$ cat config.mk
export PLATFORM = sky130hd
export DESIGN_NAME = sync_header_crc_frame_parser
export DESIGN_NICKNAME = d
export VERILOG_FILES = /design/src/design/shcfp_pkg.sv /design/src/design/shcfp_core.sv /design/src/design/sync_header_crc_frame_parser.sv
export VERILOG_INCLUDE_DIRS = /design/src /design/src/design
export SDC_FILE = /design/constraint.sdc
export NUM_CORES = 1
export LEC_CHECK = 0
export BUFFER_PORTS_ARGS = -buffer_cell sky130_fd_sc_hd__buf_2
export CAP_MARGIN = 20
export CORE_ASPECT_RATIO = 0.6
export CORE_MARGIN = 1
export CORE_UTILIZATION = 53
export DETAILED_ROUTE_END_ITERATION = 10
export PLACE_DENSITY = 0.78
export SLEW_MARGIN = 20
export SYNTH_ARGS = -nofsm -noshare
export SYNTH_HDL_FRONTEND = slang
export SYNTH_SLANG_ARGS = --single-unit
$ cat constraint.sdc
create_clock -name clk -period 4.37 [get_ports clk]
set_input_delay 0.437 -clock clk [delete_from_list [all_inputs] [get_ports clk]]
set_output_delay 0.437 -clock clk [all_outputs]
set_load 0.1 [all_outputs]
$ cat src/design/sync_header_crc_frame_parser_macros.svh
// Assertion macros for the sync header CRC frame parser.
// Used by the top level; expects clk and rst in scope.
`ifndef SYNC_HEADER_CRC_FRAME_PARSER_MACROS_SVH
`define SYNC_HEADER_CRC_FRAME_PARSER_MACROS_SVH

// Same-cycle implication, disabled in reset.
`define SHCFP_ASSERT_IMPLIES(label, ante, cons, msg) \
  label: assert property (@(posedge clk) disable iff (rst) (ante) |-> (cons)) \
    else $error(msg);

// Next-cycle implication, disabled in reset.
`define SHCFP_ASSERT_NEXT(label, ante, cons, msg) \
  label: assert property (@(posedge clk) disable iff (rst) (ante) |=> (cons)) \
    else $error(msg);

`endif

$ cat src/design/shcfp_pkg.sv
// Shared types, constants and the bytewise CRC16 function of the frame parser.
// No dependencies; imported by shcfp_core and the top level.
package shcfp_pkg;

  localparam int HEADER_BYTES = 12;
  localparam int HDR_CNT_W    = 4;
  localparam logic [15:0] CRC_POLY = 16'h1021;
  localparam logic [15:0] CRC_INIT = 16'hFFFF;

  typedef enum logic [2:0] {
    PH_SYNC1   = 3'd0,
    PH_SYNC2   = 3'd1,
    PH_HEADER  = 3'd2,
    PH_PAYLOAD = 3'd3,
    PH_CRC_LO  = 3'd4,
    PH_CRC_HI  = 3'd5
  } phase_t;

  typedef enum logic [2:0] {
    ST_NONE      = 3'd0,
    ST_OK        = 3'd1,
    ST_BAD_VER   = 3'd2,
    ST_WRONG_TYP = 3'd3,
    ST_TOO_LARGE = 3'd4,
    ST_BAD_CRC   = 3'd5
  } status_t;

  typedef enum logic [2:0] {
    CFG_SYNC_FIRST  = 3'd0,
    CFG_SYNC_SECOND = 3'd1,
    CFG_VERSION     = 3'd2,
    CFG_TYPE        = 3'd3,
    CFG_MAX_PAYLOAD = 3'd4
  } cfg_reg_t;

  typedef struct packed {
    logic [7:0]  sync_first;
    logic [7:0]  sync_second;
    logic [7:0]  protocol_version;
    logic [7:0]  allowed_kind;
    logic [15:0] max_payload;
  } cfg_t;

  typedef struct packed {
    status_t     status;
    logic        payload_valid;
    logic [7:0]  payload_byte;
    logic [15:0] payload_index;
    logic [7:0]  version;
    logic [7:0]  msg_kind;
    logic [7:0]  peripheral;
    logic [7:0]  res_code;
    logic [15:0] command_code;
    logic [31:0] req_tag;
    logic [15:0] body_len;
  } result_t;

  // CRC16-CCITT, MSB first, one byte per call.
  function automatic logic [15:0] crc16_byte(input logic [15:0] crc, input logic [7:0] b);
    logic [15:0] c;
    c = crc ^ {b, 8'h00};
    for (int i = 0; i < 8; i++) begin
      c = c[15] ? ({c[14:0], 1'b0} ^ CRC_POLY) : {c[14:0], 1'b0};
    end
    return c;
  endfunction

endpackage

$ cat src/design/shcfp_core.sv
// Frame parser state machine, header store and running CRC.
// Produces the result for the byte accepted this cycle; uses shcfp_pkg.
module shcfp_core
  import shcfp_pkg::*;
(
  input  logic       clk,
  input  logic       rst,
  input  logic       accept,
  input  logic [7:0] rx_byte,
  input  cfg_t       cfg,
  output result_t    result
);

  phase_t                 phase, phase_next;
  logic [HDR_CNT_W-1:0]   header_count;
  logic [7:0]             header_store [HEADER_BYTES];
  logic [15:0]            payload_count;
  logic [7:0]             crc_low_byte;
  logic [15:0]            running_crc;

  logic [7:0]  hdr_view [HEADER_BYTES];
  logic        hdr_last;
  logic        sync_match;
  logic [15:0] hdr_len;
  logic [15:0] payload_count_inc;
  logic [15:0] crc_step;
  status_t     hdr_status;
  status_t     status;

  // On the last header byte the final byte is still in flight; fold it in.
  always_comb begin
    for (int i = 0; i < HEADER_BYTES; i++) begin
      hdr_view[i] = header_store[i];
    end
    if (phase == PH_HEADER && hdr_last) begin
      hdr_view[HEADER_BYTES-1] = rx_byte;
    end
  end

  assign hdr_last          = (header_count == HDR_CNT_W'(HEADER_BYTES - 1));
  assign sync_match        = (rx_byte == cfg.sync_second);
  assign hdr_len           = {hdr_view[11], hdr_view[10]};
  assign payload_count_inc = payload_count + 16'd1;
  assign crc_step          = crc16_byte(running_crc, rx_byte);

  always_comb begin
    priority if (hdr_view[0] != cfg.protocol_version) begin
      hdr_status = ST_BAD_VER;
    end else if (hdr_view[1] != cfg.allowed_kind) begin
      hdr_status = ST_WRONG_TYP;
    end else if (hdr_len > cfg.max_payload) begin
      hdr_status = ST_TOO_LARGE;
    end else begin
      hdr_status = ST_NONE;
    end
  end

  // Next state
  always_comb begin
    phase_next = phase;
    unique case (phase)
      PH_SYNC2: begin
        if (sync_match) begin
          phase_next = PH_HEADER;
        end else if (rx_byte != cfg.sync_first) begin
          phase_next = PH_SYNC1;
        end
      end
      PH_HEADER: begin
        if (hdr_last) begin
          if (hdr_status != ST_NONE) begin
            phase_next = PH_SYNC1;
          end else if (hdr_len == 16'd0) begin
            phase_next = PH_CRC_LO;
          end else begin
            phase_next = PH_PAYLOAD;
          end
        end
      end
      PH_PAYLOAD: begin
        if (payload_count_inc >= hdr_len) begin
          phase_next = PH_CRC_LO;
        end
      end
      PH_CRC_LO: phase_next = PH_CRC_HI;
      PH_CRC_HI: phase_next = PH_SYNC1;
      default:   phase_next = (rx_byte == cfg.sync_first) ? PH_SYNC2 : PH_SYNC1;
    endcase
  end

  // Outputs
  always_comb begin
    status = ST_NONE;
    unique case (phase)
      PH_HEADER:  status = hdr_last ? hdr_status : ST_NONE;
      PH_CRC_HI:  status = ({rx_byte, crc_low_byte} == running_crc) ? ST_OK : ST_BAD_CRC;
      default:    status = ST_NONE;
    endcase

    result                = '0;
    result.status         = status;
    if (phase == PH_PAYLOAD) begin
      result.payload_valid = 1'b1;
      result.payload_byte  = rx_byte;
      result.payload_index = payload_count;
    end
    if (status != ST_NONE) begin
      result.version      = hdr_view[0];
      result.msg_kind     = hdr_view[1];
      result.peripheral   = hdr_view[2];
      result.res_code     = hdr_view[3];
      result.command_code = {hdr_view[5], hdr_view[4]};
      result.req_tag      = {hdr_view[9], hdr_view[8], hdr_view[7], hdr_view[6]};
      result.body_len     = hdr_len;
    end
  end

  always_ff @(posedge clk) begin
    if (rst) begin
      phase         <= PH_SYNC1;
      header_count  <= '0;
      payload_count <= '0;
      running_crc   <= CRC_INIT;
    end else if (accept) begin
      phase <= phase_next;
      unique case (phase)
        PH_SYNC2: begin
          if (sync_match) begin
            header_count <= '0;
            running_crc  <= CRC_INIT;
          end
        end
        PH_HEADER: begin
          running_crc  <= crc_step;
          header_count <= hdr_last ? '0 : header_count + HDR_CNT_W'(1);
          if (hdr_last) begin
            payload_count <= '0;
          end
        end
        PH_PAYLOAD: begin
          running_crc   <= crc_step;
          payload_count <= payload_count_inc;
        end
        default: ;
      endcase
    end
  end

  // Header bytes and CRC low byte, no reset
  always_ff @(posedge clk) begin
    if (accept && phase == PH_HEADER && header_count < HDR_CNT_W'(HEADER_BYTES)) begin
      header_store[header_count] <= rx_byte;
    end
    if (accept && phase == PH_CRC_LO) begin
      crc_low_byte <= rx_byte;
    end
  end

endmodule

$ cat src/design/sync_header_crc_frame_parser.sv
// Sync header / CRC16 frame parser, top level: stream ports, config registers,
// result register. Uses shcfp_pkg, shcfp_core and the assertion macro header.
//
// Usage:
//   s_* carries one received byte per beat. m_* returns one result beat per
//   input beat: a status code in tuser (nonzero on the last header byte of a
//   rejected frame and on the last CRC byte), a payload flag, and the payload
//   byte with its index, plus the header fields whenever status is nonzero.
//   cfg_* writes the sync bytes, accepted version and type, and max payload
//   length; cfg_ready is always high. Write only while the parser is idle.
//   A result beat comes from a register, in the cycle after its input beat.
//   Throughput is one byte per cycle while m_tready is high, set by the single
//   result register: s_tready is high when it is empty or drained this cycle.
//   If the receiver stalls, the result holds and s_tready drops until it is
//   taken. Reset (rst, synchronous) returns to sync hunting, empties the
//   result register, and loads default register values (0xAA, 0x55, 1, 0,
//   1024).
`include "sync_header_crc_frame_parser_macros.svh"

module sync_header_crc_frame_parser
  import shcfp_pkg::*;
(
  input  logic         clk,
  input  logic         rst,
  input  logic         s_tvalid,
  output logic         s_tready,
  input  logic [7:0]   s_tdata,    // [7:0] rx_byte
  output logic         m_tvalid,
  input  logic         m_tready,
  output logic [119:0] m_tdata,    // payload_byte, payload_index, version,
                                   // msg_kind, peripheral, res_code,
                                   // command_code, req_tag, body_len
  output logic [3:0]   m_tuser,    // [2:0] status, [3] payload_valid
  input  logic         cfg_valid,
  output logic         cfg_ready,
  input  logic [2:0]   cfg_index,
  input  logic [15:0]  cfg_data
);

  cfg_t    cfg;
  result_t core_result;
  result_t result;
  logic    in_accept;

  assign cfg_ready = 1'b1;
  assign s_tready  = !m_tvalid || m_tready;
  assign in_accept = s_tvalid && s_tready;

  always_ff @(posedge clk) begin
    if (rst) begin
      cfg.sync_first       <= 8'hAA;
      cfg.sync_second      <= 8'h55;
      cfg.protocol_version <= 8'd1;
      cfg.allowed_kind     <= 8'd0;
      cfg.max_payload      <= 16'd1024;
    end else if (cfg_valid) begin
      unique case (cfg_reg_t'(cfg_index))
        CFG_SYNC_FIRST:  cfg.sync_first       <= cfg_data[7:0];
        CFG_SYNC_SECOND: cfg.sync_second      <= cfg_data[7:0];
        CFG_VERSION:     cfg.protocol_version <= cfg_data[7:0];
        CFG_TYPE:        cfg.allowed_kind     <= cfg_data[7:0];
        CFG_MAX_PAYLOAD: cfg.max_payload      <= cfg_data;
        default: ;
      endcase
    end
  end

  shcfp_core u_core (
    .clk     (clk),
    .rst     (rst),
    .accept  (in_accept),
    .rx_byte (s_tdata),
    .cfg     (cfg),
    .result  (core_result)
  );

  always_ff @(posedge clk) begin
    if (rst) begin
      m_tvalid <= 1'b0;
    end else if (s_tready) begin
      m_tvalid <= s_tvalid;
    end
  end

  always_ff @(posedge clk) begin
    if (in_accept) begin
      result <= core_result;
    end
  end

  assign m_tuser = {result.payload_valid, result.status};
  assign m_tdata = {result.body_len, result.req_tag, result.command_code,
                    result.res_code, result.peripheral, result.msg_kind,
                    result.version, result.payload_index, result.payload_byte};

  `SHCFP_ASSERT_NEXT(a_beat_gives_result, in_accept, m_tvalid, "accepted beat gave no result")
  `SHCFP_ASSERT_IMPLIES(a_payload_no_status, m_tvalid && result.payload_valid,
                        result.status == ST_NONE, "payload beat carries a status")
  `SHCFP_ASSERT_IMPLIES(a_quiet_header_zero, m_tvalid && result.status == ST_NONE,
                        result.req_tag == 32'd0 && result.body_len == 16'd0,
                        "header fields set without status")

endmodule
# Word-level counts from Yosys, hierarchy flattened
# Memories as Yosys holds them, arrays and structs flattened. A register that Yosys moved wholly into a read port is not among the register bits.
# Index checks and enable logic that the tools add are counted.
[totals] register_bits=156 ramBits=96 in_bits=32 out_inout_bits=127 wordCells=118 mem_count=1
[op_classes] addsub=2 n_lt_le_gt_ge=3 eq_ne=20 mux=33 n_bitwise=9 n_reduce_logical=32
[mem_list] name="u_core.header_store" words=12 word_bits=8 rd=12 rd_ports_with_merged_regs=8 wr=1 line="shcfp_core.sv:16" rtl="logic [7:0] header_store [HEADER_BYTES];"
[op_table] op="13-bit 2-to-1 mux" count=8
[op_table] op="16-bit one-hot mux with 2 select lines" count=2
[op_table] op="3-bit 2-to-1 mux" count=11
[op_table] op="16-bit 2-to-1 mux" count=2
[op_table] op="25-bit 2-to-1 mux" count=1
[op_table] op="8-bit != test" count=3
[op_table] op="3-bit inverter" count=8
[op_table] op="16-bit by 1-bit adder with 16-bit output (second input constant)" count=1
[op_table] op="16-bit equality test" count=1
[op_table] op="8-bit equality test" count=2
[op_table] op="16-bit >= comparator" count=1
[op_table] op="16-bit > comparator" count=1
[op_table] op="16-bit logical NOT" count=1
[op_table] op="16-bit XOR" count=1
[op_table] op="3-bit one-hot mux with 5 select lines" count=1
[op_table] op="3-bit by 2-bit equality test with 1-bit output (second input constant)" count=4
[op_table] op="2-bit AND reduction" count=5
[op_table] op="3-bit equality test (second input constant)" count=3
[op_table] op="1-bit logical NOT" count=9
[op_table] op="3-bit AND reduction" count=3
[op_table] op="4-bit 2-to-1 mux" count=2
[op_table] op="8-bit 2-to-1 mux" count=1
[op_table] op="4-bit one-hot mux with 2 select lines" count=1
[op_table] op="3-bit by 1-bit equality test with 1-bit output (second input constant)" count=2
[op_table] op="14 further kinds" count=25

# Longest topological paths before layout
# Gate-level depths: netlist (run 1).
[logic_depth] ltp_word=18 ltp_mapped=16 ltp_nobuf=14

# Modules after synthesis
# Synthesis (run 1) repeated with hierarchy kept, for this count alone.
[unflattened] cells_unflattened=1052 hier_area_um2=13648.1
[modules_own_cells] mod="shcfp_core" instances=1 cells_per_inst=730 area_each_um2=7871.3 seq_area_each_um2=3903.7
[modules_own_cells] mod="sync_header_crc_frame_parser" instances=1 cells_per_inst=322 area_each_um2=5776.8 seq_area_each_um2=4704.5

# Worst setup path before layout (run 1)
# Ideal clock, no wire load.
[synth_path] kind="flip-flop to flip-flop" from="reg m_tvalid" to="mem u_core.header_store[7][0] (enable)" setup_time_ns=0.332 arrival_ns=5.502 required_time_ns=4.038 slack_ns=-1.464 stages_incl_launch_ff=7 path_buffers=0 synth_period_minus_slack_ns=5.834 cell_sequence="dfxtp_1 -> nand2b_1 -> nand2_1 -> inv_1 -> nand2_1 -> nor3b_1 -> and2_1"
[synth_via] elab_chain_cells=7
[synth_rtl] element="from (decl)" line="sync_header_crc_frame_parser.sv:28" rtl="output logic m_tvalid,"
[synth_rtl] element="from (signal assigned)" line="sync_header_crc_frame_parser.sv:81" rtl="m_tvalid <= s_tvalid;"
[synth_rtl] element="1-bit logical NOT" line="sync_header_crc_frame_parser.sv:46" rtl="assign s_tready = !m_tvalid || m_tready;"
[synth_rtl] element="1-bit logical OR" line="sync_header_crc_frame_parser.sv:46"
[synth_rtl] element="via s_tready" line="sync_header_crc_frame_parser.sv:26" rtl="output logic s_tready,"
[synth_rtl] element="1-bit logical AND" line="sync_header_crc_frame_parser.sv:47" rtl="assign in_accept = s_tvalid && s_tready;"
[synth_rtl] element="via in_accept" line="sync_header_crc_frame_parser.sv:43" rtl="logic in_accept;"
[synth_rtl] element="1-bit logical AND (2 in a row)" line="shcfp_core.sv:151" rtl="if (accept && phase == PH_HEADER && header_count < HDR_CNT_W'(HEADER_BYTES)) begin"
[synth_rtl] element="1-bit 2-to-1 mux" line="shcfp_core.sv:151"
[synth_rtl] element="1-bit 2-to-1 mux (implied by the code)" line="shcfp_core.sv:152" rtl="header_store[header_count] <= rx_byte;"
[synth_rtl] element="to (decl)" line="shcfp_core.sv:16"
# The timed path passes the listed nets, and every way through them passes these cells.

# Worst setup path in the final report (run 1)
[layout_path] from="reg u_core.header_count[0]" to="reg m_tdata[93] (netlist name)"
[layout_via] elab_chain_cells=11
[layout_rtl] element="from (decl)" line="shcfp_core.sv:15" rtl="logic [HDR_CNT_W-1:0] header_count;"
[layout_rtl] element="from (signal assigned)" line="shcfp_core.sv:135" rtl="header_count <= hdr_last ? '0 : header_count + HDR_CNT_W'(1);"
[layout_rtl] element="4-bit equality test" line="shcfp_core.sv:40" rtl="assign hdr_last = (header_count == HDR_CNT_W'(HEADER_BYTES - 1));"
[layout_rtl] element="1-bit logical AND" line="shcfp_core.sv:35" rtl="if (phase == PH_HEADER && hdr_last) begin"
[layout_rtl] element="8-bit 2-to-1 mux" line="shcfp_core.sv:35"
[layout_rtl] element="via u_core.hdr_len[15]" line="shcfp_core.sv:24" rtl="logic [15:0] hdr_len;"
[layout_rtl] element="16-bit > comparator" line="shcfp_core.sv:51" rtl="end else if (hdr_len > cfg.max_payload) begin"
[layout_rtl] element="3-bit 2-to-1 mux" line="shcfp_core.sv:51"
[layout_rtl] element="3-bit 2-to-1 mux" line="shcfp_core.sv:49" rtl="end else if (hdr_view[1] != cfg.allowed_kind) begin"
[layout_rtl] element="3-bit 2-to-1 mux" line="shcfp_core.sv:47" rtl="priority if (hdr_view[0] != cfg.protocol_version) begin"
[layout_rtl] element="3-bit 2-to-1 mux" line="shcfp_core.sv:95" rtl="PH_HEADER: status = hdr_last ? hdr_status : ST_NONE;"
[layout_rtl] element="3-bit one-hot mux with 2 select lines" line="shcfp_core.sv:94" rtl="unique case (phase)"
[layout_rtl] element="3-bit nonzero test" line="shcfp_core.sv:107" rtl="if (status != ST_NONE) begin"
[layout_rtl] element="1-bit logical NOT (no source line)"
# The timed path passes the listed nets, and every way through them passes these cells.
# A chain may end at the register's enable or synchronous reset.

==> report_table.html, run 1 <==
<table>
<tr><th>Metric</th><th>Value</th></tr>
<tr><th colspan="2">Run status</th></tr>
<tr><td>Outcome</td><td>completed</td></tr>
<tr><th colspan="2">GRT</th></tr>
<tr><td>Via count of the first global-routing pass</td><td>8135</td></tr>
<tr><td>Global-route wire length before repair</td><td>around 48 mm</td></tr>
<tr><td>Pin count of the biggest net entering global routing</td><td>between 100 and 150</td></tr>
<tr><td>GRT Resource Usage Total</td><td>0.2441</td></tr>
<tr><td>Initial antenna violation count</td><td>0</td></tr>
<tr><td>Total grt overflow</td><td>0</td></tr>
<tr><th colspan="2">Place</th></tr>
<tr><td>Placed cells</td><td>between 1.5k and 2k</td></tr>
<tr><td>Placement Setup Slack</td><td>0.2691 ns</td></tr>
<tr><td>Total half-perimeter wirelength after legalization and detailed placement</td><td>20.94 mm</td></tr>
<tr><td>Final weighted congestion in routability-driven placement</td><td>between 0.8 and 0.9</td></tr>
<tr><td>Total of buffers placed on input and output ports</td><td>157</td></tr>
<tr><th colspan="2">Synthesis</th></tr>
<tr><td>FFs w/ async S/R, synth</td><td>0</td></tr>
<tr><td>Flop and latch count out of synthesis</td><td>316</td></tr>
<tr><td>Synthesized instance count</td><td>1071</td></tr>
<tr><td>Cell variety after synth</td><td>between 50 and 60</td></tr>
<tr><td>Synth warnings</td><td>0</td></tr>
<tr><td>Post-synthesis area per instance</td><td>12.52 µm²</td></tr>
<tr><td>Syn_nets</td><td>1140</td></tr>
<tr><td>Total standard cell area after synthesis</td><td>roughly 13000 µm²</td></tr>
<tr><td>Main synth FF type</td><td>sky130_fd_sc_hd__edfxtp_1</td></tr>
<tr><td>Part of the Yosys area used for sequential elements</td><td>0.6418</td></tr>
<tr><td>Number of enable flip-flop cells after synthesis</td><td>~230</td></tr>
<tr><th colspan="2">Clocking</th></tr>
<tr><td>Clock tree sinks</td><td>around 320</td></tr>
<tr><td>Cts bufs inserted</td><td>28</td></tr>
<tr><td>Clock tree from TritonCTS</td><td>built</td></tr>
<tr><td>Buffer cell driving the clock tree root</td><td>sky130_fd_sc_hd__clkbuf_16</td></tr>
<tr><td>Post-CTS Repair Setup Buffers</td><td>0</td></tr>
<tr><td>Bufs on Longest Clock Path</td><td>3</td></tr>
<tr><td>Clock transition at the registers of the reported paths</td><td>roughly 0.070 ns</td></tr>
<tr><td>H-tree Lvls</td><td>1</td></tr>
<tr><td>Skew-Pair Late Insertion Delay</td><td>~0.55 ns</td></tr>
<tr><th colspan="2">Timing</th></tr>
<tr><td>Setup repair after global routing missed its margin</td><td>no</td></tr>
<tr><td>Ratio of final minimum period to clock period</td><td>0.9212</td></tr>
<tr><td>Final clock skew</td><td>0.01155 ns</td></tr>
<tr><td>Max-slew violation count</td><td>0</td></tr>
<tr><td>Highest clock rate</td><td>0.2484 GHz</td></tr>
<tr><td>Post-route setup slack</td><td>0.3445 ns</td></tr>
<tr><td>Relative slew slack</td><td>0.3669</td></tr>
<tr><td>TNS Setup</td><td>0 ns</td></tr>
<tr><td>Final setup violation count</td><td>0</td></tr>
<tr><td>Post-route minimum period</td><td>approximately 4 ns</td></tr>
<tr><td>Number of hold violations in the final report</td><td>0</td></tr>
<tr><td>Least-Margin Pin Slew</td><td>roughly 0.95 ns</td></tr>
<tr><th colspan="2">Cells and area</th></tr>
<tr><td>Filler instances</td><td>approximately 1.8k</td></tr>
<tr><td>Commonest non-fill, non-tap cell in the layout</td><td>sky130_fd_sc_hd__edfxtp_1</td></tr>
<tr><td>Proportion of layout cells with a drive suffix above 1</td><td>0.2214</td></tr>
<tr><td>Multi-input gate area</td><td>4354 µm²</td></tr>
<tr><td>Antenna cells</td><td>0</td></tr>
<tr><td>Final core utilization</td><td>0.6302</td></tr>
<tr><td>Final non-filler cell total</td><td>approximately 1.6k</td></tr>
<tr><td>Area growth from synthesis to layout</td><td>15.10%</td></tr>
<tr><td>Register area</td><td>about 8600 µm²</td></tr>
<tr><td>Final nets</td><td>1289</td></tr>
<tr><td>Top library cells by usage in the layout, fill and taps aside</td><td>sky130_fd_sc_hd__edfxtp_1, sky130_fd_sc_hd__buf_2, sky130_fd_sc_hd__nand2_1</td></tr>
<tr><th colspan="2">Floorplan</th></tr>
<tr><td>Top-level I/O count</td><td>between 150 and 200</td></tr>
<tr><td>Total core area</td><td>24500 µm²</td></tr>
<tr><td>Floorplan die area</td><td>25970 µm²</td></tr>
<tr><td>Starting density of the core</td><td>0.5475</td></tr>
<tr><td>Width of the die</td><td>roughly 210 µm</td></tr>
<tr><td># rows</td><td>44</td></tr>
<tr><td>Die boundary height</td><td>125.2 µm</td></tr>
<tr><th colspan="2">Critical path</th></tr>
<tr><td>Reg-to-Reg Start</td><td>u_core.header_count[0]</td></tr>
<tr><td>Worst reg2reg setup slack</td><td>around 0.34 ns</td></tr>
<tr><td>Slowest cell on the critical path</td><td>sky130_fd_sc_hd__or3_4</td></tr>
<tr><td>Most repeated library cell on the critical path</td><td>sky130_fd_sc_hd__ha_1</td></tr>
<tr><td>Worst-path fanout max</td><td>between 80 and 90</td></tr>
<tr><td>Startpoint type of the worst setup path</td><td>flop</td></tr>
<tr><td>Cells along the critical path</td><td>ha_1, nand3b_1, or3_4, mux2i_1, inv_1, ha_1, nand4_1, nor4_1, a211o_1, a21oi_2, o21ai_4, buf_12, and2_4</td></tr>
<tr><td>Worst Reg-to-Reg Cells</td><td>13</td></tr>
<tr><td>Capture point of the worst reg-to-reg path</td><td>m_tdata[93]</td></tr>
<tr><td>Type of the worst setup path</td><td>reg2reg</td></tr>
<tr><td>CP required</td><td>roughly 4.8 ns</td></tr>
<tr><td>Bufs and invs on worst path</td><td>2</td></tr>
<tr><td>Crit-path max cell delay</td><td>~0.48 ns</td></tr>
<tr><td>Delay-heaviest family, CP</td><td>simple AND/OR/NAND/NOR gates</td></tr>
<tr><td>WP data arrival</td><td>approximately 4.4 ns</td></tr>
<tr><td>Worst setup EP type</td><td>flop</td></tr>
<tr><th colspan="2">Pwr</th></tr>
<tr><td>Maximum vdd drop</td><td>0.3304 mV</td></tr>
<tr><td>Overall Power</td><td>about 6600 µW</td></tr>
<tr><td>Power density of the placed cells</td><td>about 430 nW/µm²</td></tr>
<tr><td>Static leakage power</td><td>0.006074 µW</td></tr>
<tr><th colspan="2">Min path</th></tr>
<tr><td>Number of instances on the worst hold path</td><td>3</td></tr>
<tr><td>Path type of the worst min-delay path</td><td>in2reg</td></tr>
<tr><td>Worst Hold Launch</td><td>s_tvalid</td></tr>
<tr><td>Hold worst-path end</td><td>m_tvalid</td></tr>
<tr><th colspan="2">Routing</th></tr>
<tr><td>First-pass iteration count of the detailed router</td><td>5</td></tr>
<tr><td>Remaining routing DRC violations</td><td>0</td></tr>
<tr><td>Starting DRT DRC Count</td><td>~820</td></tr>
<tr><td>Average wire per standard cell</td><td>20.32 µm</td></tr>
<tr><td>Number of nets with antenna violations after detailed routing</td><td>0</td></tr>
<tr><td>Via-per-instance ratio</td><td>about 5.6</td></tr>
<tr><td>Number of vias in the routed layout</td><td>a little under 9k</td></tr>
<tr><td>Aggregate routed wire length</td><td>31.79 mm</td></tr>
<tr><th colspan="2">Flow run</th></tr>
<tr><td>Max capacitance violation total</td><td>0</td></tr>
</table>
==> kinds of logic after synthesis <==
group,Yosys count,synth area share
simple gates,403,0.1703
flops,316,0.6418
compound gates,129,0.05662
buf+inv,93,0.03414
xor+xnor,80,0.05336
fa+ha+maj,37,0.03451
mux,12,0.008956
other cells,1,0.0002796
==> synth_stat cells (31+ instances only) <==
library cell | count | area (µm²)
sky130_fd_sc_hd__and3_1 | 31 | 193.9
sky130_fd_sc_hd__and2_4 | 40 | 350.3
sky130_fd_sc_hd__xnor2_1 | 33 | 289.0
sky130_fd_sc_hd__xor2_1 | 45 | 394.1
sky130_fd_sc_hd__nand2_1 | 115 | 431.7
sky130_fd_sc_hd__and2_1 | 68 | 425.4
sky130_fd_sc_hd__inv_1 | 40 | 150.1
sky130_fd_sc_hd__a21oi_1 | 65 | 325.3
sky130_fd_sc_hd__nor2_1 | 40 | 150.1
sky130_fd_sc_hd__ha_1 | 37 | 462.9
sky130_fd_sc_hd__edfxtp_1 | 228 | 6847
sky130_fd_sc_hd__dfxtp_1 | 88 | 1762
==> tightest hold or removal path, cell delays in order <==
cell and delay [ns]:
sky130_fd_sc_hd__buf_2 0.10, sky130_fd_sc_hd__inv_1 0.04, sky130_fd_sc_hd__a21oi_1 0.05
==> final cells by class <==
cell class,count,share of cell area
Sequential cell,316,0.5577
Inverter,40,0.009968
Clock inverter,13,0.01232
Clock buffer,39,0.05211
Timing Repair Buffer,172,0.05981
Multi-Input combinational cell,662,0.2820
Tap cell,322,0.02610
==> stage by stage <==
stage,hold WS (ns),instance area (µm²)
finish,0.1226,15440
global route,0.1306,15440
CTS,0.1144,15430
detailed placement,0.4558,14440
global placement,0.4431,14440
floorplan,0.4363,13420
==> worst max-delay path by stage <==
stage                                      start  slack [ns]                       end  cells past startpoint
after CTS                 u_core.header_count[0]        0.21               m_tdata[93]                     13
final                     u_core.header_count[0]        0.34               m_tdata[93]                     13
after global placement    u_core.header_count[0]        0.44               m_tdata[52]                     14
after floorplan                         m_tvalid        0.07  u_core.payload_count[10]                      7
after detailed placement  u_core.header_count[0]        0.27               m_tdata[53]                     14
after global routing      u_core.header_count[0]        0.06               m_tdata[53]                     13
==> registers in the layout (all words and copies together) (netlist names) <==
| signal | count |
|---|---|
| m_tuser | 4 |
| u_core.header_count | 4 |
| cfg | 48 |
| u_core.crc_low_byte | 8 |
| u_core.header_store | 96 |
| u_core.phase | 3 |
| m_tvalid | 1 |
| m_tdata | 120 |
| u_core.payload_count | 16 |
| u_core.running_crc | 16 |
==> power by group <==
group / leakage [µW] / switching [µW] / internal (µW)
logic: 0.00268 / 563 / 91.8
registers: 0.00290 / 23.4 / 3270
clock network: 0.000488 / 1080 / 1580
==> per-layer routing <==
layer / vias to the layer above / global-route usage / routed length (µm)
met2: 368 / 0.3547 / 13360
met1: 4249 / 0.3793 / 15050
li1: 4048 / - / -
met4: 0 / 0.04697 / 582
met3: 42 / 0.04873 / 2792
met5: - / 0 / 0
==> what timing repair did <==
action                                  CTS  global route
resized for setup                         0             1
hold endpoints to repair                  0             0
endpoints found under the setup margin    0            88
hold buffers                              0             0
(Power assumes the default switching activity.)
==> run 2: changes to the inputs <==
BUFFER_PORTS_ARGS = default   (was -buffer_cell sky130_fd_sc_hd__buf_2)
CORE_UTILIZATION = 57   (was 53)
DONT_BUFFER_PORTS = 1   (was default)
PLACE_DENSITY = 0.77   (was 0.78)
==> report_table.html, run 2 (synthesis results as in run 1) <==
<table>
<tr><th>Metric</th><th>Value</th></tr>
<tr><th colspan="2">Timing</th></tr>
<tr><td>Highest clock rate</td><td>0.2450 GHz (-1.4%)</td></tr>
<tr><td>Relative slew slack</td><td>0.3229 (-0.04398)</td></tr>
<tr><td>Final setup violation count</td><td>0 (unchanged)</td></tr>
<tr><td>Setup repair after global routing missed its margin</td><td>no</td></tr>
<tr><td>Least-Margin Pin Slew</td><td>1.018 ns (+0.06810 ns)</td></tr>
<tr><td>Ratio of final minimum period to clock period</td><td>0.9341 (+0.01296)</td></tr>
<tr><td>Number of hold violations in the final report</td><td>0 (unchanged)</td></tr>
<tr><td>Post-route minimum period</td><td>4.082 ns (+0.05662 ns)</td></tr>
<tr><td>Max-slew violation count</td><td>0 (unchanged)</td></tr>
<tr><td>Final clock skew</td><td>0.01699 ns (+0.005435 ns)</td></tr>
<tr><td>TNS Setup</td><td>0 ns (unchanged)</td></tr>
<tr><th colspan="2">Place</th></tr>
<tr><td>Instance area after placement</td><td>13590 µm² (-5.9%)</td></tr>
<tr><td>Final weighted congestion in routability-driven placement</td><td>0.8662 (-2.8%)</td></tr>
<tr><td>Placed cells</td><td>1342 (-11%)</td></tr>
<tr><td>Total of buffers placed on input and output ports</td><td>0 (-100%)</td></tr>
<tr><td>Total half-perimeter wirelength after legalization and detailed placement</td><td>19.09 mm (-8.9%)</td></tr>
<tr><th colspan="2">GRT</th></tr>
<tr><td>Pin count of the biggest net entering global routing</td><td>97 (-4.0%)</td></tr>
<tr><td>Via count of the first global-routing pass</td><td>7436 (-8.6%)</td></tr>
<tr><td>Global-route wire length before repair</td><td>46.13 mm (-4.0%)</td></tr>
<tr><td>Initial antenna violation count</td><td>1 (+1)</td></tr>
<tr><td>GRT Resource Usage Total</td><td>0.2616 (+0.01748)</td></tr>
<tr><td>Total grt overflow</td><td>0 (unchanged)</td></tr>
<tr><th colspan="2">Floorplan</th></tr>
<tr><td>Top-level I/O count</td><td>159 (unchanged)</td></tr>
<tr><td>Total core area</td><td>23080 µm² (-5.8%)</td></tr>
<tr><td>Starting density of the core</td><td>0.5811 (+0.03363)</td></tr>
<tr><td>Die boundary height</td><td>120.8 µm (-3.5%)</td></tr>
<tr><td>Width of the die</td><td>200.0 µm (-3.5%)</td></tr>
<tr><td># rows</td><td>43 (-2.3%)</td></tr>
<tr><td>Floorplan die area</td><td>24170 µm² (-6.9%)</td></tr>
<tr><th colspan="2">Critical path</th></tr>
<tr><td>Startpoint type of the worst setup path</td><td>flop</td></tr>
<tr><td>Type of the worst setup path</td><td>reg2reg</td></tr>
<tr><td>Capture point of the critical path</td><td>m_tdata[37]</td></tr>
<tr><td>WP data arrival</td><td>4.39 ns (-0.05 ns)</td></tr>
<tr><td>CP required</td><td>4.68 ns (-0.11 ns)</td></tr>
<tr><td>Worst Reg-to-Reg Cells</td><td>14 (+1)</td></tr>
<tr><td>Worst-path fanout max</td><td>42 (-52%)</td></tr>
<tr><td>Worst setup EP type</td><td>flop</td></tr>
<tr><td>Reg-to-Reg Start</td><td>u_core.header_count[0]</td></tr>
<tr><td>Capture point of the worst reg-to-reg path</td><td>m_tdata[37]</td></tr>
<tr><td>Launching element of the worst setup path</td><td>u_core.header_count[0]</td></tr>
<tr><td>Worst reg2reg setup slack</td><td>0.29 ns (-0.06 ns)</td></tr>
<tr><th colspan="2">Cells and area</th></tr>
<tr><td>Number of flip-flops in the largest register</td><td>120 (unchanged)</td></tr>
<tr><td>Final non-filler cell total</td><td>1416 (-9.5%)</td></tr>
<tr><td>Proportion of layout cells with a drive suffix above 1</td><td>0.1046 (-0.1168)</td></tr>
<tr><td>Summed area of non-filler cells in the final layout</td><td>14770 µm² (-4.3%)</td></tr>
<tr><td>Commonest non-fill, non-tap cell in the layout</td><td>sky130_fd_sc_hd__edfxtp_1</td></tr>
<tr><td>Filler instances</td><td>1727 (-6.3%)</td></tr>
<tr><td>Area growth from synthesis to layout</td><td>10.15%</td></tr>
<tr><td>Top library cells by usage in the layout, fill and taps aside</td><td>sky130_fd_sc_hd__edfxtp_1, sky130_fd_sc_hd__nand2_1, sky130_fd_sc_hd__dfxtp_1</td></tr>
<tr><td>Final nets</td><td>1146 (-11%)</td></tr>
<tr><th colspan="2">Routing</th></tr>
<tr><td>Starting DRT DRC Count</td><td>839 (+2.4%)</td></tr>
<tr><td>Number of vias in the routed layout</td><td>8108 (-6.9%)</td></tr>
<tr><td>Remaining routing DRC violations</td><td>0 (unchanged)</td></tr>
<tr><td>First-pass iteration count of the detailed router</td><td>6 (+1)</td></tr>
<tr><td>Average wire per standard cell</td><td>22.01 µm (+8.3%)</td></tr>
<tr><td>Number of nets with antenna violations after detailed routing</td><td>0 (unchanged)</td></tr>
<tr><td>Aggregate routed wire length</td><td>31.16 mm (-2.0%)</td></tr>
<tr><td>Via-per-instance ratio</td><td>5.726 (+2.9%)</td></tr>
<tr><th colspan="2">Pwr</th></tr>
<tr><td>Internal Pwr Total</td><td>4817 µW (-2.5%)</td></tr>
<tr><td>Maximum vdd drop</td><td>0.3192 mV (-3.4%)</td></tr>
<tr><td>Switching share of power</td><td>0.2507 (-0.001660)</td></tr>
<tr><td>Switching component of the power</td><td>1611 µW (-3.4%)</td></tr>
<tr><td>Power density of the placed cells</td><td>435.1 nW/µm² (+1.6%)</td></tr>
<tr><td>Static leakage power</td><td>0.005428 µW (-11%)</td></tr>
<tr><td>Clk network pwr share</td><td>0.397 (-0.006)</td></tr>
<tr><td>Combinational Power Share</td><td>0.030 (-0.069)</td></tr>
<tr><td>Sequential power share</td><td>0.573 (+0.075)</td></tr>
<tr><th colspan="2">Clocking</th></tr>
<tr><td>Cts bufs inserted</td><td>28 (unchanged)</td></tr>
<tr><td>Clock transition at the registers of the reported paths</td><td>0.07 ns (about the same)</td></tr>
<tr><td>Clock tree sinks</td><td>316 (unchanged)</td></tr>
<tr><td>Bufs on Longest Clock Path</td><td>3 (unchanged)</td></tr>
<tr><td>Skew-Pair Late Insertion Delay</td><td>0.55 ns (about the same)</td></tr>
<tr><td>Post-CTS Repair Setup Buffers</td><td>0 (unchanged)</td></tr>
<tr><td>Clock tree from TritonCTS</td><td>built</td></tr>
<tr><td>Buffer cell driving the clock tree root</td><td>sky130_fd_sc_hd__clkbuf_16</td></tr>
<tr><td>H-tree Lvls</td><td>1 (unchanged)</td></tr>
<tr><th colspan="2">Min path</th></tr>
<tr><td>Path type of the worst min-delay path</td><td>in2reg</td></tr>
<tr><th colspan="2">Run status</th></tr>
<tr><td>Outcome</td><td>completed</td></tr>
<tr><th colspan="2">Flow run</th></tr>
<tr><td>Max capacitance violation total</td><td>0 (unchanged)</td></tr>
</table>
run 2: changes by cell type in the layout (fill, tap and decap cells not counted), sizes merged:
cell / change
buf: -162
dlygate4sd3: +19
inv: -1
diode: +2
clkinv: +4
clkbuf: -3
clkinvlp: +1
bufinv: -1
run 2: power by group through the flow:
stage               combinational [µW]  sequential [µW]  clock [µW]
floorplan                          126             3740           0
global placement                   135             3750           0
detailed placement                 137             3750           0
CTS                                193             3690        2590
global route                       210             3690        2700
finish                             194             3680        2550
run 2: final cells by class:
| cell class | count | area (µm²) | area share |
|---|---|---|---|
| flip-flops and latches | 316 | 8610 | 0.5827 |
| clock buffers | 36 | 773.2 | 0.05234 |
| multi-input cells | 662 | 4364 | 0.2954 |
| diodes | 2 | 5.005 | 0.0003388 |
| inverters | 40 | 153.9 | 0.01042 |
| clock inverters | 16 | 176.4 | 0.01194 |
| repair buffers | 29 | 297.8 | 0.02016 |
| well taps | 315 | 394.1 | 0.02668 |
run 2: routing by layer:
layer  up-vias  share of wire  global-route usage
met5         -              0                   0
met4         0          0.014             0.04723
li1       3757              -                   -
met1      3954           0.47              0.4173
met2       361           0.41              0.3618
met3        36          0.099             0.06081
run 2: through the flow:
stage / utilization / setup WS [ns] / power [µW] / hold WS, ns
2_1_floorplan: - / 0.06581 / 3865 / 0.4363
3_3_place_gp: 0.5888 / 0.3240 / 3885 / 0.4370
3_5_place_dp: 0.5888 / 0.1989 / 3885 / 0.4470
4_1_cts: 0.6393 / 0.1825 / 6472 / 0.0009757
5_1_grt: 0.6400 / 0.1473 / 6601 / 0.00006151
6_report: 0.6401 / 0.2878 / 6428 / 0.01263
run 2: worst max-delay path, cell delays in order (launching register included):
cell	delay (ns)
sky130_fd_sc_hd__dfxtp_1	0.43
sky130_fd_sc_hd__ha_1	0.24
sky130_fd_sc_hd__nand3b_1	0.19
sky130_fd_sc_hd__or3_4	0.49
sky130_fd_sc_hd__mux2i_1	0.43
sky130_fd_sc_hd__inv_1	0.12
sky130_fd_sc_hd__ha_1	0.31
sky130_fd_sc_hd__nand4_1	0.14
sky130_fd_sc_hd__nor2_1	0.06
sky130_fd_sc_hd__a221o_1	0.31
sky130_fd_sc_hd__a211o_1	0.30
sky130_fd_sc_hd__a21oi_2	0.24
sky130_fd_sc_hd__o21ai_4	0.08
sky130_fd_sc_hd__buf_4	0.26
sky130_fd_sc_hd__and2_1	0.21
run 2: what timing repair did:
item / 4_1_cts / 5_1_grt
hold buffers: 20 / 0
resized for setup: 0 / 3
endpoints found under the setup margin: 0 / 86
hold endpoints to repair: 190 / 0
run 2: worst min-delay path by stage:
| stage | start | endpoint | slack (ns) | cells after the start |
|---|---|---|---|---|
| final | cfg_data[0] | cfg[32] | 0.01 | 1 |
| after global routing | cfg_data[0] | cfg[32] | 0.00006 | 1 |
| after CTS | cfg_data[0] | cfg[32] | 0.001 | 1 |
| after detailed placement | cfg[3] | cfg[3] | 0.45 | 2 |
| after global placement | cfg[5] | cfg[5] | 0.44 | 2 |
| after floorplan | cfg[11] | cfg[11] | 0.44 | 2 |
==> run 3: changes to the inputs <==
MAX_ROUTING_LAYER = met4   (was default)
==> report_table.html, run 3 (synthesis results as in run 1) <==
<table>
<tr><th>Metric</th><th>Value</th></tr>
<tr><th colspan="2">Floorplan</th></tr>
<tr><td>Total core area</td><td>23080 µm² (unchanged)</td></tr>
<tr><td>Starting density of the core</td><td>0.5811 (unchanged)</td></tr>
<tr><td>Floorplan die area</td><td>24170 µm² (unchanged)</td></tr>
<tr><td>Top-level I/O count</td><td>159 (unchanged)</td></tr>
<tr><td>Width of the die</td><td>200.0 µm (unchanged)</td></tr>
<tr><td>Die boundary height</td><td>120.8 µm (unchanged)</td></tr>
<tr><td># rows</td><td>43 (unchanged)</td></tr>
<tr><th colspan="2">Routing</th></tr>
<tr><td>Number of nets with antenna violations after detailed routing</td><td>0 (unchanged)</td></tr>
<tr><td>First-pass iteration count of the detailed router</td><td>7 (+1)</td></tr>
<tr><td>Starting DRT DRC Count</td><td>831 (-0.95%)</td></tr>
<tr><td>Number of vias in the routed layout</td><td>8117 (+0.11%)</td></tr>
<tr><td>Via-per-instance ratio</td><td>5.736 (+0.18%)</td></tr>
<tr><td>Aggregate routed wire length</td><td>31.19 mm (+0.10%)</td></tr>
<tr><td>Remaining routing DRC violations</td><td>0 (unchanged)</td></tr>
<tr><td>Average wire per standard cell</td><td>22.04 µm (+0.17%)</td></tr>
<tr><th colspan="2">GRT</th></tr>
<tr><td>Via count of the first global-routing pass</td><td>7436 (unchanged)</td></tr>
<tr><td>Global-route wire length before repair</td><td>46.12 mm (about the same)</td></tr>
<tr><td>Pin count of the biggest net entering global routing</td><td>97 (unchanged)</td></tr>
<tr><td>GRT Resource Usage Total</td><td>0.2694 (+0.007759)</td></tr>
<tr><td>Total grt overflow</td><td>0 (unchanged)</td></tr>
<tr><td>Initial antenna violation count</td><td>1 (unchanged)</td></tr>
<tr><th colspan="2">Clocking</th></tr>
<tr><td>Cts bufs inserted</td><td>28 (unchanged)</td></tr>
<tr><td>Clock tree sinks</td><td>316 (unchanged)</td></tr>
<tr><td>Buffer cell driving the clock tree root</td><td>sky130_fd_sc_hd__clkbuf_16</td></tr>
<tr><td>Clock transition at the registers of the reported paths</td><td>0.07 ns (about the same)</td></tr>
<tr><td>H-tree Lvls</td><td>1 (unchanged)</td></tr>
<tr><td>Skew-Pair Late Insertion Delay</td><td>0.55 ns (about the same)</td></tr>
<tr><td>Bufs on Longest Clock Path</td><td>3 (unchanged)</td></tr>
<tr><td>Clock tree from TritonCTS</td><td>built</td></tr>
<tr><th colspan="2">Place</th></tr>
<tr><td>Total of buffers placed on input and output ports</td><td>0 (unchanged)</td></tr>
<tr><td>Final weighted congestion in routability-driven placement</td><td>0.8803 (+1.6%)</td></tr>
<tr><td>Total half-perimeter wirelength after legalization and detailed placement</td><td>19.09 mm (unchanged)</td></tr>
<tr><th colspan="2">Timing</th></tr>
<tr><td>Final clock skew</td><td>0.01501 ns (-0.001978 ns)</td></tr>
<tr><td>Final setup violation count</td><td>0 (unchanged)</td></tr>
<tr><td>Max-slew violation count</td><td>0 (unchanged)</td></tr>
<tr><td>Setup repair after global routing missed its margin</td><td>no</td></tr>
<tr><td>Relative slew slack</td><td>0.3207 (-0.002193)</td></tr>
<tr><td>Post-route minimum period</td><td>4.095 ns (+0.01303 ns)</td></tr>
<tr><td>Worst-case hold slack</td><td>0.01246 ns (-0.0001683 ns)</td></tr>
<tr><td>Number of hold violations in the final report</td><td>0 (unchanged)</td></tr>
<tr><td>Least-Margin Pin Slew</td><td>1.021 ns (+0.003296 ns)</td></tr>
<tr><td>TNS Setup</td><td>0 ns (unchanged)</td></tr>
<tr><td>Ratio of final minimum period to clock period</td><td>0.9371 (+0.002982)</td></tr>
<tr><td>Highest clock rate</td><td>0.2442 GHz (-0.32%)</td></tr>
<tr><th colspan="2">Critical path</th></tr>
<tr><td>Cells along the critical path</td><td>ha_1, nand3b_1, or3_4, mux2i_1, inv_1, ha_1, nand4_1, nor2_1, a221o_1, a211o_1, a21oi_2, o21ai_4, buf_4, and2_1</td></tr>
<tr><td>CP required</td><td>4.68 ns (about the same)</td></tr>
<tr><td>Slowest cell on the critical path</td><td>sky130_fd_sc_hd__or3_4</td></tr>
<tr><td>WP data arrival</td><td>4.40 ns (about the same)</td></tr>
<tr><td>Worst setup EP type</td><td>flop</td></tr>
<tr><td>Worst-path fanout max</td><td>42 (unchanged)</td></tr>
<tr><td>Startpoint type of the worst setup path</td><td>flop</td></tr>
<tr><td>Crit-path max cell delay</td><td>0.49 ns (about the same)</td></tr>
<tr><td>Type of the worst setup path</td><td>reg2reg</td></tr>
<tr><td>Most repeated library cell on the critical path</td><td>sky130_fd_sc_hd__ha_1</td></tr>
<tr><th colspan="2">Cells and area</th></tr>
<tr><td>Top library cells by usage in the layout, fill and taps aside</td><td>sky130_fd_sc_hd__edfxtp_1, sky130_fd_sc_hd__nand2_1, sky130_fd_sc_hd__dfxtp_1</td></tr>
<tr><td>Final nets</td><td>1146 (unchanged)</td></tr>
<tr><td>Commonest non-fill, non-tap cell in the layout</td><td>sky130_fd_sc_hd__edfxtp_1</td></tr>
<tr><td>Final core utilization</td><td>0.6400 (about the same)</td></tr>
<tr><td>Area growth from synthesis to layout</td><td>10.13% (about the same)</td></tr>
<tr><td>Proportion of layout cells with a drive suffix above 1</td><td>0.1046 (unchanged)</td></tr>
<tr><td>Filler instances</td><td>1727 (unchanged)</td></tr>
<tr><td>Number of flip-flops in the largest register</td><td>120 (unchanged)</td></tr>
<tr><th colspan="2">Pwr</th></tr>
<tr><td>Static leakage power</td><td>0.005428 µW (unchanged)</td></tr>
<tr><td>Power density of the placed cells</td><td>435.9 nW/µm² (+0.19%)</td></tr>
<tr><td>Maximum vdd drop</td><td>0.3229 mV (+1.1%)</td></tr>
<tr><th colspan="2">Run status</th></tr>
<tr><td>Outcome</td><td>completed</td></tr>
<tr><th colspan="2">Flow run</th></tr>
<tr><td>Max capacitance violation total</td><td>0 (unchanged)</td></tr>
<tr><th colspan="2">Min path</th></tr>
<tr><td>Path type of the worst min-delay path</td><td>in2reg</td></tr>
</table>
run 3: path summary, 6_finish.rpt:
check	startpoint	endpoint	slack (ns)	depth (start not counted)
worst max register to register	u_core.header_count[0]	m_tdata[34]	0.27	14
worst min register to register	cfg[1]	cfg[1]	0.46	2
worst min-delay path	cfg_data[0]	cfg[32]	0.01	1
worst max-delay path	u_core.header_count[0]	m_tdata[34]	0.27	14
run 3: stage by stage:
stage | power [µW] | area [µm²] | instances | setup WS, ns
floorplan | 3865 | 13420 | 1071 | 0.06581
global placement | 3885 | 13590 | 1342 | 0.3240
detailed placement | 3885 | 13590 | 1342 | 0.1989
CTS | 6472 | 14760 | 1414 | 0.1825
global route | 6602 | 14770 | 1415 | 0.1460
finish | 6439 | 14770 | 1415 | 0.2748
run 3: worst max-delay path: cells and delay by family (launching register included):
kind                     cells  cell delay (ns)
flip-flops                   1             0.43
buffers and inverters        2             0.37
AO/OA/AOI/OAI                4             0.97
adder cells (fa/ha/maj)      2             0.54
multiplexers                 1             0.41
AND/OR/NAND/NOR              5             1.10
run 3: what timing repair did:
| action | 4_1_cts | 5_1_grt |
|---|---|---|
| resized for setup | 0 | 3 |
| hold buffers | 20 | 0 |
| endpoints found under the hold margin | 190 | 0 |
| setup buffers | 0 | 0 |
| endpoints found under the setup margin | 0 | 86 |
run 3: layout make-up:
class / instances / area, µm² / share of cell area
sequential: 316 / 8610 / 0.5828
clock inverter: 16 / 176.4 / 0.01194
timing repair buffer: 29 / 297.8 / 0.02016
clock buffer: 36 / 773.2 / 0.05235
inverter: 40 / 153.9 / 0.01042
antenna: 1 / 2.502 / 0.0001694
multi-input combinational: 662 / 4364 / 0.2954
tap: 315 / 394.1 / 0.02668
run 3: metal layers:
metal,share of wire,up-vias,track usage
met5,0,-,-
met4,0.014,0,0.04723
met3,0.098,34,0.05886
met2,0.41,358,0.3615
met1,0.47,3963,0.4190
li1,-,3762,-
run 3: report_power, final:
part	leakage (µW)	switching [µW]	internal, µW
combinational	0.00206	135	58.5
clock	0.000465	1080	1480
sequential	0.00290	410	3270
total	0.00543	1620	4820
